<file path="src/design/spfm_div.sv">
// Pipelined restoring divider, one quotient bit per register stage.
// Carries a side payload alongside; standalone, no package use.
`timescale 1ns / 1ps
`default_nettype none

module spfm_div #(
  parameter int NW = 33,
  parameter int DW = 19,
  parameter int QW = 19,
  parameter int PW = 32
) (
  input  logic          clk,
  input  logic          rst,
  input  logic          adv,
  input  logic          in_valid,
  input  logic [NW-1:0] dividend,
  input  logic [DW-1:0] divisor,
  input  logic [PW-1:0] in_payload,
  output logic          out_valid,
  output logic [QW-1:0] quotient,
  output logic [PW-1:0] out_payload
);

  // remainder must hold both the dividend and the most shifted divisor
  localparam int RW = (NW > DW + QW) ? NW : DW + QW;

  logic          vld [1:QW];
  logic [RW-1:0] rem [1:QW];
  logic [DW-1:0] dvs [1:QW];
  logic [QW-1:0] quo [1:QW];
  logic [PW-1:0] pay [1:QW];

  for (genvar s = 0; s < QW; s++) begin : g_stage
    localparam int BIT = QW - 1 - s;
    logic          vi;
    logic [RW-1:0] ri;
    logic [DW-1:0] di;
    logic [QW-1:0] qi;
    logic [PW-1:0] pi;
    logic [RW-1:0] trial;
    logic          ge;
    logic [QW-1:0] q_next;

    if (s == 0) begin : g_first
      assign vi = in_valid;
      assign ri = RW'(dividend);
      assign di = divisor;
      assign qi = '0;
      assign pi = in_payload;
    end else begin : g_next
      assign vi = vld[s];
      assign ri = rem[s];
      assign di = dvs[s];
      assign qi = quo[s];
      assign pi = pay[s];
    end

    // trial subtract of the divisor aligned to this quotient bit
    assign trial = RW'(di) << BIT;
    assign ge    = (ri >= trial);

    always_comb begin
      q_next      = qi;
      q_next[BIT] = ge;
    end

    always_ff @(posedge clk) begin
      if (rst) begin
        vld[s+1] <= 1'b0;
      end else if (adv) begin
        vld[s+1] <= vi;
      end
    end

    always_ff @(posedge clk) begin
      if (adv) begin
        rem[s+1] <= ge ? (ri - trial) : ri;
        dvs[s+1] <= di;
        quo[s+1] <= q_next;
        pay[s+1] <= pi;
      end
    end
  end

  assign out_valid   = vld[QW];
  assign quotient    = quo[QW];
  assign out_payload = pay[QW];

endmodule

`default_nettype wire

</file>
<file path="config.mk">
export PLATFORM = sky130hd
export DESIGN_NAME = spfm_div
export DESIGN_NICKNAME = d
export VERILOG_FILES = /design/src/design/spfm_div.sv
export SDC_FILE = /design/constraint.sdc
export NUM_CORES = 2
export LEC_CHECK = 0
export BUFFER_PORTS_ARGS = -buffer_cell sky130_fd_sc_hd__buf_2
export CORE_MARGIN = 1.5
export CORE_UTILIZATION = 40
export CTS_BUF_LIST = sky130_fd_sc_hd__clkbuf_16
export DETAILED_ROUTE_END_ITERATION = 8
export SYNTH_ARGS = -nofsm -noshare
export SYNTH_HDL_FRONTEND = slang
export SYNTH_SLANG_ARGS = --single-unit
</file>
<file path="constraint.sdc">
create_clock -name clk -period 4.9 [get_ports clk]
set_input_delay 0.98 -clock clk [delete_from_list [all_inputs] [get_ports clk]]
set_output_delay 0.98 -clock clk [all_outputs]
set_load 0.005 [all_outputs]
</file>
Word level (Yosys, flattened, before mapping):

Memory sizes are Yosys's and may differ from the RTL's.
Index checks and enable logic that the tools add are counted.

* add/sub/neg operators: 19
* bitwise gates (word level): 19
* multiplexer cells: 44
* order comparisons: 19

Operator list (count)
* $mux 38: 19
* $ge 38x19->1: 1
* $ge 38x20->1: 1
* $ge 38x21->1: 1
* $ge 38x22->1: 1
* $ge 38x23->1: 1
* $ge 38x24->1: 1
* $ge 38x25->1: 1
* $ge 38x26->1: 1
* $ge 38x27->1: 1
* $ge 38x28->1: 1
* $ge 38x29->1: 1
* $ge 38x30->1: 1
* $ge 38x31->1: 1
* $ge 38x32->1: 1
* $ge 38x33->1: 1
* $ge 38x34->1: 1
* $ge 38x35->1: 1
* $ge 38x36->1: 1
* $sub 33x37->38: 1
* $sub 38x19->38: 1
* $sub 38x20->38: 1
* $sub 38x21->38: 1
* $sub 38x22->38: 1
* other kinds (17): 59

* memories kept: 5
* memory bits (writable): 2071
* register bits: 0
* output and inout bits: 52

Memory list
* rem: words 19, bits a word 38, read ports 18, clocked after memory_dff 0, write ports 19, RTL line 28 `logic [RW-1:0] rem [1:QW];`
* pay: words 19, bits a word 32, read ports 19, clocked after memory_dff 0, write ports 19, RTL line 31 `logic [PW-1:0] pay [1:QW];`
* dvs: words 19, bits a word 19, read ports 18, clocked after memory_dff 0, write ports 19, RTL line 29 `logic [DW-1:0] dvs [1:QW];`
* quo: words 19, bits a word 19, read ports 19, clocked after memory_dff 0, write ports 19, RTL line 30 `logic [QW-1:0] quo [1:QW];`
* vld: words 19, bits a word 1, read ports 19, clocked after memory_dff 0, write ports 19, RTL line 27 `logic vld [1:QW];`

Longest topological paths before layout:

* depth in word-level cells: 4
* mapped depth: 14
* gate-level depth less buffers: 14

Worst setup path after synthesis:

No wires, ideal clock.

* path kind: input port to flip-flop
* start: input port dividend[18]
* end: register, netlist name rem[0][68]
* data arrival time: 3.832 ns
* required time: 4.640 ns
* stages: 13
* setup time: 0.260 ns
* slack: 0.808 ns
* cells stage by stage: inv_1 > ha_1 > fa_1 > nor2b_1 > o21ai_0 > a21boi_0 > o31a_1 > o21ai_0 > o211ai_1 > o21ai_0 > a21oi_2 > buf_2 > mux2_2

RTL lines
* start, declared: RTL line 16 `input logic [NW-1:0] dividend,`

==> qor.yml <==
portBuffers: 139
hold_class: "in2reg"
cts_resized: 0
rsz0062_at_grt: "no"
cap_violations: 0
drv_slew: 0
criticalPathCategory: "reg2reg"
clk_pin_slew_worst_paths_ps: 60
fmax_mhz: 244.6
hold_viol_final: 0
period_needed_ps: 4088
critPathSlowestCell: "or2_2"
grt_pass1_vias: 46238
critPathTopFamily: "simple AND/OR/NAND/NOR gates"
io_pins: 140
core_um2: 200300
clk-insertion-delay-late_ps: 840
antenna_found_initial: 0
synth.ff_latch_count: 1843
power.leakage_nw: 33.95
ctsHoldBuffers: 0
critPathMaxStageDelay_ps: 600
endpoint_kind: "flop"
fin_util_pct: 45.73
synth.most_common_cell: "edfxtp_1"
numCtsBuffers: 196
dieHeight_um: 452.5
finalClockSkew_ps: 63.49
p_sw_share_pct: 29.71
syn_nets: 6239
wl_per_cell_um: 16.62
pwr-share-seq_pct: 45.6
cp_max_fo: 36
nets: 6553
arrival_ps: 4670
ys_seq_area_share_pct: 68.47
power_frac_comb_pct: 24.9
synth.largest_area_cell: "edfxtp_1"
synthTopCellsByArea: "edfxtp_1, ha_1, xor2_1, xnor2_1, inv_1"
worstMarginPinSlew_ps: 1329
grt_usage_pct: 14.30
relSlewSlack_pct: 10.57
p_sw_w: 0.01421
clock_path_buffers: 3
p_clk_share_pct: 29.5
dp.final_hpwl_um: 106200
avgSynthCellArea_um2: 13.99
async_flop_share_pct: 0
clock-root-buffer: "clkbuf_16"
drt_iter0_markers: 2155
setup_viol: 0
n_fill_cell: 17618
critPathLaunchType: "flop"
placementRows: 164
synth_top_area_share_pct: 68.47
grt_remaining_overflow: 0
yosys_most_used_dff: "edfxtp_1"
initial_utilization_pct: 40.36
outcome: "finished clean"
cts_tree: "built"
grt_pass1_wl_um: 234500
n_antenna_cell: 0
worst-path-buf-inv: 1
worst_ep_required_time_ps: 5490
post_cts_buffers: 0
drc_errors: 0
crit_path_cell_trace: "ha_1, fa_1, nor2b_1, o31ai_1, a21oi_1, a211oi_1, buf_4, o211ai_1, or2_2, and3_1, or4b_1, xnor2_1"
synth_edf_count: 1843
drive_above_1_share_pct: 9.912
dr.pass1.iters: 5
wl_um: 148100
syn_inst: 5776
power_density_nw_per_um2: 522.0
die_w_um: 452.5
htree_levels: 4
dieArea_um2: 204800
grt_max_degree: 167
ys_top_cells_by_count: "edfxtp_1, inv_1, nand2_1"
finalCritPeriodShare_pct: 83.43
cts_num_sinks: 1843
irDropWorstVdd_v: 0.0003691
gp_congestion: 0.9570
netlist_area_um2: 80830
vias: 44836
yosysUniqueCellTypes: 87
internal_power_w: 0.03360
synth_warnings: 0
drt-vias-per-instance: 5.032
syn2layout_area_growth_pct: 13.31
tns_ps: 0
ant_nets: 0
-- layout by cell type, fill, tap and decap left out, types with 87 or more instances in the layout --
master and instances:
edfxtp_1 1843, inv_1 499, nand2_1 362, ha_1 357
o21ai_0 333, a21oi_1 331, nor2_1 315, xor2_1 216
clkbuf_16 199, xnor2_1 197, buf_2 138, a21o_1 117
nor3_1 107, nor4_1 87
-- flip-flops by register name (all words and copies together), names as in the netlist --
register and cells:
quo 190, vld 19, dvs 342, pay 608
rem 684
-- cell families (layout without fill, tap and decap cells) --
family	count (synthesis)	count (layout)	synth area share, %
flip-flops	1843	1843	68.47
AND/OR/NAND/NOR	1369	1369	8.564
AO/OA/AOI/OAI	1151	1151	8.859
buffers and inverters	545	1024	2.554
XOR/XNOR	413	413	4.475
adder cells (fa/ha/maj)	375	375	5.972
multiplexers	80	80	1.104
-- path summary, 6_finish.rpt --
kind	slack, ps	start	depth (start not counted)	to
worst max-delay path	810	dvs[0][152]	12	rem[0][379]
worst min-delay path	300	in_payload[0]	1	pay[0][32]
worst max register to register	810	dvs[0][152]	12	rem[0][379]
worst min register to register	370	pay[0][510]	0	pay[0][542]
-- per-stage QoR --
stage	cell area (um2)	worst slack (ps)	power, W	hold WS (ps)	cells
2_1_floorplan	80830	808.4	0.03052	400.3	5776
3_3_place_gp	85290	558.2	0.03367	400.3	8548
3_5_place_dp	85290	647.1	0.03395	404.5	8548
4_1_cts	91590	841.3	0.04833	197.6	8911
5_1_grt	91590	441.6	0.05055	233.1	8911
6_report	91590	811.8	0.04781	300.8	8911
-- final cells by class --
class                      instances  area, um2  area share [%]
multi-input combinational       3388      23480           25.64
tap                             2656       3323           3.629
sequential                      1843      55340           60.43
inverter                         457       1715           1.873
clock inverter                   164       1318           1.439
clock buffer                     199       4980           5.437
timing repair buffer             204       1424           1.555
-- worst register-to-register path: cells and delay by family, from the launching register on --
family	cells	cell delay [ps]
AO/OA/AOI/OAI	4	830
XOR/XNOR	1	150
AND/OR/NAND/NOR	4	1620
adder cells (fa/ha/maj)	2	640
buffers and inverters	1	180
flip-flops	1	400
-- power groups by stage --
stage / Sequential [W] / Clock (W) / Combinational, W
after global placement: 0.0221 / 0 / 0.0116
after global routing: 0.0220 / 0.0152 / 0.0133
after CTS: 0.0218 / 0.0146 / 0.0119
after detailed placement: 0.0221 / 0 / 0.0118
after floorplan: 0.0216 / 0 / 0.00892
final: 0.0218 / 0.0141 / 0.0119
-- per-layer routing --
layer / up-vias / GRT usage (%) / part of all wire [%] / wire, um
met1: 21327 / 13.97 / 37 / 54950
met2: 796 / 27.52 / 54 / 79670
li1: 22287 / - / - / -
met3: 426 / 2.470 / 3.2 / 4737
met5: - / 0 / 0 / 0
met4: 0 / 8.961 / 5.9 / 8728
No activity file was read; power rests on OpenSTA's default activity.
